--- src/rtl/lldc_pkg.sv ---
// ----------------------------------------------------------------------------
// lldc_pkg
// Shared types and constants for the light level daylight classifier.
// ----------------------------------------------------------------------------
package lldc_pkg;

  localparam int unsigned PERIOD_W  = 16;
  localparam int unsigned LEVEL_W   = 7;
  localparam int unsigned MARGIN_W  = 5;
  localparam int unsigned RAW_W     = 10;
  localparam int unsigned CFG_IDX_W = 2;
  localparam int unsigned CFG_DAT_W = 16;

  // Operation codes.
  localparam logic [1:0] OP_TICK  = 2'd0;
  localparam logic [1:0] OP_WAKE  = 2'd1;
  localparam logic [1:0] OP_QUERY = 2'd2;

  // Daylight classes.
  localparam logic [1:0] CLS_UNKNOWN = 2'd0;
  localparam logic [1:0] CLS_NIGHT   = 2'd1;
  localparam logic [1:0] CLS_DUSK    = 2'd2;
  localparam logic [1:0] CLS_DAY     = 2'd3;

  // Configuration register indexes.
  localparam logic [CFG_IDX_W-1:0] REG_SAMPLE_PERIOD = 2'd0;
  localparam logic [CFG_IDX_W-1:0] REG_DAY_THRESH    = 2'd1;
  localparam logic [CFG_IDX_W-1:0] REG_DARK_THRESH   = 2'd2;
  localparam logic [CFG_IDX_W-1:0] REG_MARGIN        = 2'd3;

  // Reset values.
  localparam logic [PERIOD_W-1:0] RST_SAMPLE_PERIOD = 16'd10000;
  localparam logic [LEVEL_W-1:0]  RST_DAY_THRESH    = 7'd50;
  localparam logic [LEVEL_W-1:0]  RST_DARK_THRESH   = 7'd20;
  localparam logic [MARGIN_W-1:0] RST_MARGIN        = 5'd5;
  localparam logic [PERIOD_W-1:0] COUNTDOWN_WAKE    = 16'd1;

  // Inverted reading spans 1..1024; x*205 >> 11 equals x/10 over that span.
  localparam logic [10:0] FULL_SCALE  = 11'd1024;
  localparam logic [7:0]  DIV10_MUL   = 8'd205;
  localparam int unsigned DIV10_SHIFT = 11;

  typedef struct packed {
    logic               sample_taken;
    logic [LEVEL_W-1:0] light_percent;
    logic               class_changed;
    logic [1:0]         daylight_class;
    logic               sleep_allowed;
  } result_t;

endpackage

--- src/rtl/light_level_daylight_classifier_unit.sv ---
// ----------------------------------------------------------------------------
// light_level_daylight_classifier_unit
// Schedules light samples and classifies the level as night, dusk or day.
// ----------------------------------------------------------------------------
// Each result is registered into the result buffer on its input transfer.
// Throughput: one item per cycle while the output takes results; a two-entry
//   result buffer holds results during an output stall, and once it is full
//   the input waits until the cycle after the next result transfer.
// Reset (rst_n, synchronous): all registers but the result slots reset, the
//   countdown is 1 so a tick with elapsed_ms >= 1 samples; the buffer empties.
module light_level_daylight_classifier_unit (
  input  logic                                clk,
  input  logic                                rst_n,
  input  logic                                cfg_we,
  input  logic [lldc_pkg::CFG_IDX_W-1:0]      cfg_index,
  input  logic [lldc_pkg::CFG_DAT_W-1:0]      cfg_wdata,
  input  logic                                in_valid,
  output logic                                in_ready,
  input  logic [1:0]                          in_operation,
  input  logic [lldc_pkg::PERIOD_W-1:0]       in_elapsed_ms,
  input  logic [lldc_pkg::RAW_W-1:0]          in_raw_light,
  output logic                                out_valid,
  input  logic                                out_ready,
  output logic                                out_sample_taken,
  output logic [lldc_pkg::LEVEL_W-1:0]        out_light_percent,
  output logic                                out_class_changed,
  output logic [1:0]                          out_daylight_class,
  output logic                                out_sleep_allowed
);
  import lldc_pkg::*;

  // Configuration registers.
  logic [PERIOD_W-1:0] period_r;
  logic [LEVEL_W-1:0]  day_r;
  logic [LEVEL_W-1:0]  dark_r;
  logic [MARGIN_W-1:0] margin_r;

  // Block state.
  logic [PERIOD_W-1:0] countdown_r, countdown_nxt;
  logic [LEVEL_W-1:0]  level_r, level_nxt;
  logic                level_known_r, level_known_nxt;
  logic [1:0]          class_r, class_nxt;

  // Result buffer.
  result_t   slot0_r, slot1_r;
  logic [1:0] count_r;
  result_t   res;

  logic push, pop;
  logic [10:0] inv_raw;
  logic [18:0] scaled;
  logic [LEVEL_W-1:0] new_level;
  logic [LEVEL_W:0] day_m, dark_m, lvl_x, day_x, dark_x;
  logic issue;
  logic [1:0] issued_class;
  logic sample_due;

  assign in_ready = (count_r != 2'd2);
  assign push     = in_valid & in_ready;
  assign out_valid = (count_r != 2'd0);
  assign pop      = out_valid & out_ready;

  always_ff @(posedge clk) begin
    if (!rst_n) begin
      period_r <= RST_SAMPLE_PERIOD;
      day_r    <= RST_DAY_THRESH;
      dark_r   <= RST_DARK_THRESH;
      margin_r <= RST_MARGIN;
    end else if (cfg_we) begin
      case (cfg_index)
        REG_SAMPLE_PERIOD: period_r <= cfg_wdata[PERIOD_W-1:0];
        REG_DAY_THRESH:    day_r    <= cfg_wdata[LEVEL_W-1:0];
        REG_DARK_THRESH:   dark_r   <= cfg_wdata[LEVEL_W-1:0];
        REG_MARGIN:        margin_r <= cfg_wdata[MARGIN_W-1:0];
        default: ;
      endcase
    end
  end

  // Level from the raw reading: (1024 - raw) / 10 by reciprocal multiply.
  assign inv_raw   = FULL_SCALE - {1'b0, in_raw_light};
  assign scaled    = {8'd0, inv_raw} * {11'd0, DIV10_MUL};
  assign new_level = scaled[DIV10_SHIFT +: LEVEL_W];

  assign lvl_x  = {1'b0, new_level};
  assign day_x  = {1'b0, day_r};
  assign dark_x = {1'b0, dark_r};
  assign day_m  = day_x + {3'd0, margin_r};
  assign dark_m = dark_x + {3'd0, margin_r};

  always_comb begin
    issue        = 1'b0;
    issued_class = class_r;
    case (class_r)
      CLS_NIGHT: begin
        if (lvl_x > day_m) begin
          issue = 1'b1; issued_class = CLS_DAY;
        end else if (lvl_x > dark_m) begin
          issue = 1'b1; issued_class = CLS_DUSK;
        end
      end
      CLS_DUSK: begin
        if (lvl_x < dark_x) begin
          issue = 1'b1; issued_class = CLS_NIGHT;
        end else if (lvl_x > day_m) begin
          issue = 1'b1; issued_class = CLS_DAY;
        end
      end
      CLS_DAY: begin
        if (lvl_x < dark_x) begin
          issue = 1'b1; issued_class = CLS_NIGHT;
        end else if (lvl_x < day_x) begin
          issue = 1'b1; issued_class = CLS_DUSK;
        end
      end
      default: begin
        issue = 1'b1;
        if (lvl_x < dark_x)     issued_class = CLS_NIGHT;
        else if (lvl_x > day_x) issued_class = CLS_DAY;
        else                    issued_class = CLS_DUSK;
      end
    endcase
  end

  // A zero countdown means sampling is stopped until the next wake.
  assign sample_due = (in_operation == OP_TICK) && (countdown_r != '0) &&
                      (countdown_r <= in_elapsed_ms);

  always_comb begin
    countdown_nxt   = countdown_r;
    level_nxt       = level_r;
    level_known_nxt = level_known_r;
    class_nxt       = class_r;
    case (in_operation)
      OP_TICK: begin
        if (sample_due) begin
          countdown_nxt   = period_r;
          level_nxt       = new_level;
          level_known_nxt = 1'b1;
          class_nxt       = issued_class;
        end else if (countdown_r != '0) begin
          countdown_nxt = countdown_r - in_elapsed_ms;
        end
      end
      OP_WAKE: countdown_nxt = COUNTDOWN_WAKE;
      default: ;
    endcase
    res.sample_taken   = sample_due;
    res.light_percent  = level_nxt;
    res.class_changed  = sample_due & issue;
    res.daylight_class = class_nxt;
    res.sleep_allowed  = level_known_nxt;
  end

  always_ff @(posedge clk) begin
    if (!rst_n) begin
      countdown_r   <= COUNTDOWN_WAKE;
      level_r       <= '0;
      level_known_r <= 1'b0;
      class_r       <= CLS_UNKNOWN;
    end else if (push) begin
      countdown_r   <= countdown_nxt;
      level_r       <= level_nxt;
      level_known_r <= level_known_nxt;
      class_r       <= class_nxt;
    end
  end

  always_ff @(posedge clk) begin
    if (!rst_n) begin
      count_r <= 2'd0;
    end else begin
      count_r <= count_r + {1'b0, push} - {1'b0, pop};
    end
  end

  // Slot 0 is the head; slot 1 holds a second result while the output stalls.
  always_ff @(posedge clk) begin
    if (pop) begin
      slot0_r <= (push && count_r == 2'd1) ? res : slot1_r;
      if (push && count_r == 2'd2) slot1_r <= res;
    end else if (push) begin
      if (count_r == 2'd0) slot0_r <= res;
      else                 slot1_r <= res;
    end
  end

  assign out_sample_taken   = slot0_r.sample_taken;
  assign out_light_percent  = slot0_r.light_percent;
  assign out_class_changed  = slot0_r.class_changed;
  assign out_daylight_class = slot0_r.daylight_class;
  assign out_sleep_allowed  = slot0_r.sleep_allowed;

  a_count_bound: assert property (@(posedge clk) disable iff (!rst_n)
    count_r != 2'd3)
    else $error("result buffer count out of range");

  a_wake_reload: assert property (@(posedge clk) disable iff (!rst_n)
    push && in_operation == OP_WAKE |=> countdown_r == COUNTDOWN_WAKE)
    else $error("wake did not reschedule a sample");

  a_known_has_class: assert property (@(posedge clk) disable iff (!rst_n)
    level_known_r |-> class_r != CLS_UNKNOWN)
    else $error("class unknown after a sample was taken");

  a_change_needs_sample: assert property (@(posedge clk) disable iff (!rst_n)
    out_valid && out_class_changed |-> out_sample_taken && out_sleep_allowed)
    else $error("class issued without a sample");

  a_sample_sets_known: assert property (@(posedge clk) disable iff (!rst_n)
    push && sample_due |=> level_known_r)
    else $error("sample did not mark the level known");

endmodule
--- config.mk ---
export PLATFORM = sky130hd
export DESIGN_NAME = light_level_daylight_classifier_unit
export DESIGN_NICKNAME = d
export VERILOG_FILES = /design/src/rtl/lldc_pkg.sv /design/src/rtl/light_level_daylight_classifier_unit.sv
export SDC_FILE = /design/constraint.sdc
export NUM_CORES = 1
export LEC_CHECK = 0
export BUFFER_PORTS_ARGS = -buffer_cell sky130_fd_sc_hd__buf_2
export CORE_MARGIN = 4
export CORE_UTILIZATION = 45
export CTS_CLUSTER_DIAMETER = 80
export CTS_CLUSTER_SIZE = 24
export DETAILED_ROUTE_END_ITERATION = 10
export GPL_TIMING_DRIVEN = 0
export SYNTH_ARGS = -nofsm -noshare
export SYNTH_HDL_FRONTEND = slang
export SYNTH_SLANG_ARGS = --single-unit
--- constraint.sdc ---
create_clock -name clk -period 8.9 [get_ports clk]
set_clock_uncertainty 0.05 [all_clocks]
set_input_delay 0.89 -clock clk [delete_from_list [all_inputs] [get_ports clk]]
set_output_delay 0.89 -clock clk [all_outputs]
set_load 0.01 [all_outputs]
## Word level (Yosys, flattened, before mapping)

Index checks and enable logic that the tools add are counted.

- Bits of input ports: 51
- Flip-flop bits (word level): 87
- Output and inout bits: 14
- Logic and storage cells: 100

- Bitwise gates (word level): 3
- Equality and inequality tests: 13
- Multipliers: 1
- Magnitude comparators: 6
- Reduce and logical (&&, ||, !) cells: 19
- Add/subtract/negate cells: 6
- Multiplexer cells: 33

Operators with widths:

| operator | count |
|---|---|
| $mux W12 | 8 |
| $mux W16 | 2 |
| $pmux W16 S2 | 1 |
| $mul A11 B8 Y18 const B | 1 |
| $mux W2 | 9 |
| $add A7 B5 Y8 | 2 |
| $gt A7 B8 Y1 | 2 |
| $le A16 B16 Y1 | 1 |
| $reduce_bool A16 Y1 | 1 |
| $sub A16 B16 Y16 | 1 |
| $lt A7 B7 Y1 | 2 |
| $mux W7 | 2 |
| $sub A11 B10 Y11 const A | 1 |
| $eq A2 B2 Y1 const B | 5 |
| $reduce_and A2 Y1 | 5 |
| $mux W1 | 9 |
| $eq A2 B1 Y1 const B | 4 |
| $reduce_bool A2 Y1 | 4 |
| $gt A7 B7 Y1 | 1 |
| $logic_not A2 Y1 | 3 |
| $pmux W2 S3 | 1 |
| $reduce_and A3 Y1 | 2 |
| $logic_and A1 B1 Y1 | 4 |
| $ne A2 B2 Y1 const B | 2 |
| 6 further kinds | 8 |

## Logic depth before layout (Yosys ltp)

- Word-level depth: 11
- Depth in mapped cells: 32
- Mapped depth without buffers: 32

## Worst setup path after synthesis

OpenSTA, ideal clock, no wires.

- Kind: in2reg
- Start point: input port in_raw_light[5] (netlist name)
- End point: register slot0_r (netlist bit out_class_changed), data pin
- Arrival time: 7.394 ns
- Cell stages on the path: 26
- Path slack: 1.200 ns
- Setup time: 0.256 ns
- Required time: 8.594 ns
- Buffers on the path: 0
- Cells stage by stage: or4_1 -> or3_1 -> nor2_1 -> xnor2_1 -> xor2_1 -> inv_1 -> fa_1 -> inv_1 -> fa_1 -> inv_1 -> fa_1 -> inv_1 -> ha_1 -> a211oi_1 -> nor3_1 -> o21ba_2 -> o41a_1 -> nor2_1 -> xnor2_1 -> ha_1 -> o311ai_0 -> a21oi_1 -> o2bb2a_1 -> a21o_1 -> a21o_1 -> a41o_1

- Longest elaborated chain between the ends: 10
- Elaborated cells on any way between the ends: 18
- Those cells by class: add/sub (1); mul (1); order compare (4); mux (11); bitwise (1)

Ends and longest elaborated chain:

| item | line | RTL |
|---|---|---|
| from (decl) | light_level_daylight_classifier_unit.sv:21 | `input logic [lldc_pkg::RAW_W-1:0] in_raw_light,` |
| $sub A11 B10 Y11 * | light_level_daylight_classifier_unit.sv:81 | `assign inv_raw = FULL_SCALE - {1'b0, in_raw_light};` |
| $mul A11 B8 Y18 * | light_level_daylight_classifier_unit.sv:82 | `assign scaled = {8'd0, inv_raw} * {11'd0, DIV10_MUL};` |
| $gt A7 B8 Y1 (tied with other cells) | light_level_daylight_classifier_unit.sv:96, light_level_daylight_classifier_unit.sv:105 |  |
| $mux W1 (on tied branches) | light_level_daylight_classifier_unit.sv:105, light_level_daylight_classifier_unit.sv:98, light_level_daylight_classifier_unit.sv:112 |  |
| $mux W1 (on tied branches) | light_level_daylight_classifier_unit.sv:103, light_level_daylight_classifier_unit.sv:96, light_level_daylight_classifier_unit.sv:110 |  |
| $pmux W1 S3 * | light_level_daylight_classifier_unit.sv:94 | `case (class_r)` |
| $and A1 B1 Y1 * | light_level_daylight_classifier_unit.sv:150 | `res.class_changed = sample_due & issue;` |
| $mux W12 | light_level_daylight_classifier_unit.sv:183 | `if (count_r == 2'd0) slot0_r <= res;` |
| $mux W12 | light_level_daylight_classifier_unit.sv:182 | `end else if (push) begin` |
| $mux W12 * | light_level_daylight_classifier_unit.sv:179 | `if (pop) begin` |
| to (signal assigned) | light_level_daylight_classifier_unit.sv:180 | `slot0_r <= (push && count_r == 2'd1) ? res : slot1_r;` |
| to (signal assigned) | light_level_daylight_classifier_unit.sv:183 |  |
| to (decl) | light_level_daylight_classifier_unit.sv:45 | `result_t slot0_r, slot1_r;` |

Every way passes the cells marked *; elsewhere a longest branch is shown, timed or not. The select of a mux whose other input is x is not followed.
A chain may end at the register's enable or synchronous reset.

## Worst setup path in the final report

- Start point: input port in_raw_light[3] (netlist name)
- End point: register slot0_r (netlist bit out_daylight_class[0]), data pin

- Longest elaborated chain between the ends: 11
- Elaborated cells on any way between the ends: 22
- Those cells by class: add/sub (1); mul (1); order compare (5); mux (15)

Ends and longest elaborated chain:

| item | line | RTL |
|---|---|---|
| $sub A11 B10 Y11 * | light_level_daylight_classifier_unit.sv:81 |  |
| $mul A11 B8 Y18 * | light_level_daylight_classifier_unit.sv:82 |  |
| $gt A7 B8 Y1 (tied with other cells) | light_level_daylight_classifier_unit.sv:96, light_level_daylight_classifier_unit.sv:105 |  |
| $mux W2 (tied with other cells) | light_level_daylight_classifier_unit.sv:105 | `end else if (lvl_x > day_m) begin` |
| $mux W2 (on tied branches) | n/a |  |
| $pmux W2 S3 * | light_level_daylight_classifier_unit.sv:94 |  |
| $mux W2 * | light_level_daylight_classifier_unit.sv:136 | `if (sample_due) begin` |
| $mux W2 * | light_level_daylight_classifier_unit.sv:134 | `case (in_operation)` |
| $mux W12 | light_level_daylight_classifier_unit.sv:183 |  |
| $mux W12 | light_level_daylight_classifier_unit.sv:182 |  |
| $mux W12 * | light_level_daylight_classifier_unit.sv:179 |  |

Marks and branches as above.

==> summary.md <==
| Metric | Value |
|---|---|
| Final number of max-transition violations | `0` |
| Switching Share | `41.1%` |
| RSZ-0062 raised after global routing | `false` |
| Outcome | `finished, final reports clean` |
| Setup TNS | `0 ns` |
| I/O Pins | `65` |
| Worst-path clk slew | `0.06 ns` |
| Total CTS buffers | `9` |
| Syn-to-layout area delta | `11.8%` |
| GRT Total Usage | `18.2%` |
| # Post-CTS Setup Buffers | `0` |
| Core ar. | `between 15000 and 20000 sq um` |
| Crit path from | `in_raw_light[3]` |
| Post-synth EDFFs | `24` |
| Largest net degree at the start of global routing | `14` |
| Final critical-path required period | `around 8.5 ns` |
| Share of cells above drive strength 1 | `a little over an eighth` |
| Most frequent CP cell | `inv_1` |
| Vias in the first global route | `between 5000 and 6000` |
| Setup CP Type | `input pin to register` |
| Internal | `approximately 1.2 mW` |
| Crit start category | `input pin` |
| Post-route ant nets | `0` |
| Relative slew slack | `a little under two fifths` |
| Worst skew pair latency | `0.34 ns` |
| First-pass GRT wire length | `between 20000 and 30000 microns` |
| Maximum resistive drop on vdd | `roughly 0.00012 V` |
| Final WL | `16500 microns` |
| Routed via count | `about 6000` |
| DIE WIDTH | `roughly 140 microns` |
| Net Count, Synth | `between 1000 and 1500` |
| Maximum clock frequency | `between 100 and 150 MHz` |
| Inst Count DP | `approximately 1100` |
| Average cell area after synthesis | `around 8.9 sq um` |
| Flop pwr share | `between 20% and 30%` |
| Post-DP HPWL | `~14000 microns` |
| Initial Utilization | `46.4%` |
| Final setup viols | `0` |
| Avg WL per Cell | `14.6 microns` |
| CTS max path bufs | `2` |
| Switch Pwr | `between 0.8 and 0.9 mW` |
| PwrDens | `around 240 nW/um^2` |
| GP Congestion | `roughly 0.85` |
| Crit-path leading delay family | `compound AO/OA/AOI/OAI gates` |
| Syn Inst Count | `around 840` |
| DRC Markers | `0` |
| Worst path required time | `~8.9 ns` |
| Nets | `between 1000 and 1500` |
| MaxCap Viol Count | `0` |
| TritonCTS clock tree | `done` |
| Reg2reg start | `day_r[0]$_SDFFE_PN0P_` |
| Share of the cycle needed by the critical path after routing | `a little over nine tenths` |
| H-tree lvl count | `3` |
| Slowest-stage cell, CP | `o311ai_0` |
| Total gr overflow | `0` |
| Synthesized cell area | `around 7500 sq um` |
| CP endpoint kind | `register` |
| Max incr delay on CP | `between 0.6 and 0.7 ns` |
| Sequential fraction of the synthesis area | `roughly a quarter` |
| Die Ht | `~140 microns` |
| FP Rows | `46` |
| Logic pwr share | `between 50% and 60%` |
| CP bufs+invs | `5` |
| # clock sinks | `87` |
| Initial antenna violation count | `0` |
| Worst-margin pin slew | `0.930 ns` |
| Via density | `5.18` |
| Post-synth cell types | `between 70 and 80` |
| Yosys warns | `0` |
| Post-Layout Cell Count | `around 1100` |
| Crit path DAT | `roughly 8.5 ns` |
| CTS root buf | `clkbuf_16` |
| DRT iter0 DRCs | `234` |
| Number of synthesized register bits | `87` |
| Die area | `about 19000 sq um` |
| Hold Startpoint | `level_known_r$_SDFFE_PN0P_` |
| DRT Pass-1 Iters | `4` |
| Ys async rst share | `0%` |
| Fin. Hold Viols | `0` |
| Post-CTS Hold Buffers | `0` |
| Port buffer count | `62` |
| # diodes | `0` |
| Critical Path Fanout Max | `7` |
| Clock power frac | `between 10% and 20%` |
| Hold crit path type | `register to register` |
| Prevailing post-synth register cell | `dfxtp_1` |
| Leakage | `about 3.8 nW` |
==> repair_timing <==
action                                  CTS  global route
gates resized for setup                   0             2
hold endpoints to repair                  0             0
endpoints found under the setup margin    0             6
==> cells in the final DEF, fill, tap and decap left out, types with 7 or more instances in the layout <==
cell type / n
xor2_1: 17
xnor2_1: 34
a21oi_1: 22
edfxtp_1: 24
and2_1: 10
mux2_2: 23
nor3_1: 8
a21o_1: 21
and3_1: 9
mux2i_1: 20
fa_1: 20
nor2_1: 45
a21boi_0: 21
o21a_1: 11
o21ai_0: 27
nor2b_1: 34
clkbuf_16: 9
ha_1: 96
o211ai_1: 7
nand2_1: 103
clkbuf_1: 20
a22oi_1: 9
nand3_1: 15
inv_1: 84
dfxtp_1: 63
buf_2: 63
==> state kept, by name (all words and copies together), names as in the netlist, 2 cells and up <==
signal / count
class_r: 2
level_r: 7
dark_r: 7
margin_r: 5
period_r: 16
slot1_r: 12
day_r: 7
out_daylight_class: 2
out_light_percent: 7
countdown_r: 16
count_r: 2
==> power groups by stage <==
stage,sequential [mW],combinational [mW],clock (mW)
6_report,0.502,1.12,0.365
5_1_grt,0.506,1.29,0.390
4_1_cts,0.502,1.13,0.371
3_5_place_dp,0.511,1.12,0
3_3_place_gp,0.510,1.12,0
2_1_floorplan,0.521,0.838,0
==> Yosys cell counts, types with 3 or more instances <==
library cell,number,area share (%)
clkbuf_1,17,0.86
a211o_1,3,0.35
mux2i_1,20,2.7
dfxtp_1,63,17
xnor2_1,35,4.1
o21ai_0,27,1.8
and4_1,5,0.59
a21oi_1,22,1.5
xor2_1,17,2.0
o31ai_1,3,0.30
a21boi_0,21,2.1
nor2_1,45,2.3
mux2_2,23,3.5
a211oi_1,7,0.70
fa_1,20,5.4
and3_1,9,0.76
o221ai_1,6,0.70
and2_1,10,0.84
inv_1,84,4.2
nor2b_1,34,2.9
edfxtp_1,24,9.7
a22oi_1,9,0.91
nor3_1,9,0.60
nand4_1,5,0.42
a21o_1,21,2.1
nand2_1,103,5.2
nand2b_1,3,0.25
nor4_1,5,0.42
ha_1,96,16
o211ai_1,7,0.70
o21a_1,11,1.1
nand3_1,15,1.0
==> worst register-to-register path, delay by kind of cell, from the launching register on <==
| family | cells | cell delay (ns) |
|---|---|---|
| fa+ha+maj | 3 | 0.84 |
| flops | 1 | 0.36 |
| xor+xnor | 1 | 0.10 |
| compound gates | 9 | 2.39 |
| simple gates | 1 | 0.07 |
==> kinds of logic after synthesis <==
logic type | count (synthesis) | synth area share (%)
and+or+nand+nor | 259 | 17.1
AOI/OAI and AO/OA | 172 | 17.0
adders and majority gates | 116 | 21.5
buffers and inverters | 105 | 5.40
DFF | 87 | 26.6
xor gates and xnor gates | 52 | 6.11
muxes | 44 | 6.36
==> metrics by stage <==
stage          area (sq um)  power, mW  hold WS [ns]  util [%]  worst slack (ns)
2_1_floorplan          7460       1.36         0.383         -              1.20
3_3_place_gp           8040       1.63         0.392      50.0            -0.154
3_5_place_dp           8040       1.63         0.396      50.1            -0.149
4_1_cts                8320       2.01         0.410      51.8             0.159
5_1_grt                8340       2.19         0.433      51.9            0.0455
6_report               8340       1.99         0.408      51.9             0.415
==> final cells by class <==
cell class                      count  area (sq um)
Fill cell                        1564          7720
Multi-Input combinational cell    643          5090
Sequential cell                    87          1980
Inverter                           85           319
Timing Repair Buffer               62           310
Tap cell                          216           270
Clock buffer                       12           236
Buffer                             20          83.8
Clock inverter                      4          46.3
==> final timing paths <==
check | to | slack [ns] | cells past startpoint
worst max-delay path | out_daylight_class[0]$_DFFE_PP_ | 0.42 | 26
worst min-delay path | level_known_r$_SDFFE_PN0P_ | 0.41 | 1
worst max register to register | out_daylight_class[0]$_DFFE_PP_ | 4.81 | 14
worst min register to register | level_known_r$_SDFFE_PN0P_ | 0.41 | 1
==> per-layer routing <==
metal / up-vias / wire (microns) / global-route usage (%)
met5: - / 0 / 0
li1: 3074 / - / -
met3: 10 / 493 / 2.76
met1: 2695 / 8600 / 26.6
met2: 69 / 7340 / 29.0
met4: 0 / 82 / 2.35
No activity file was read; power rests on OpenSTA's default activity.
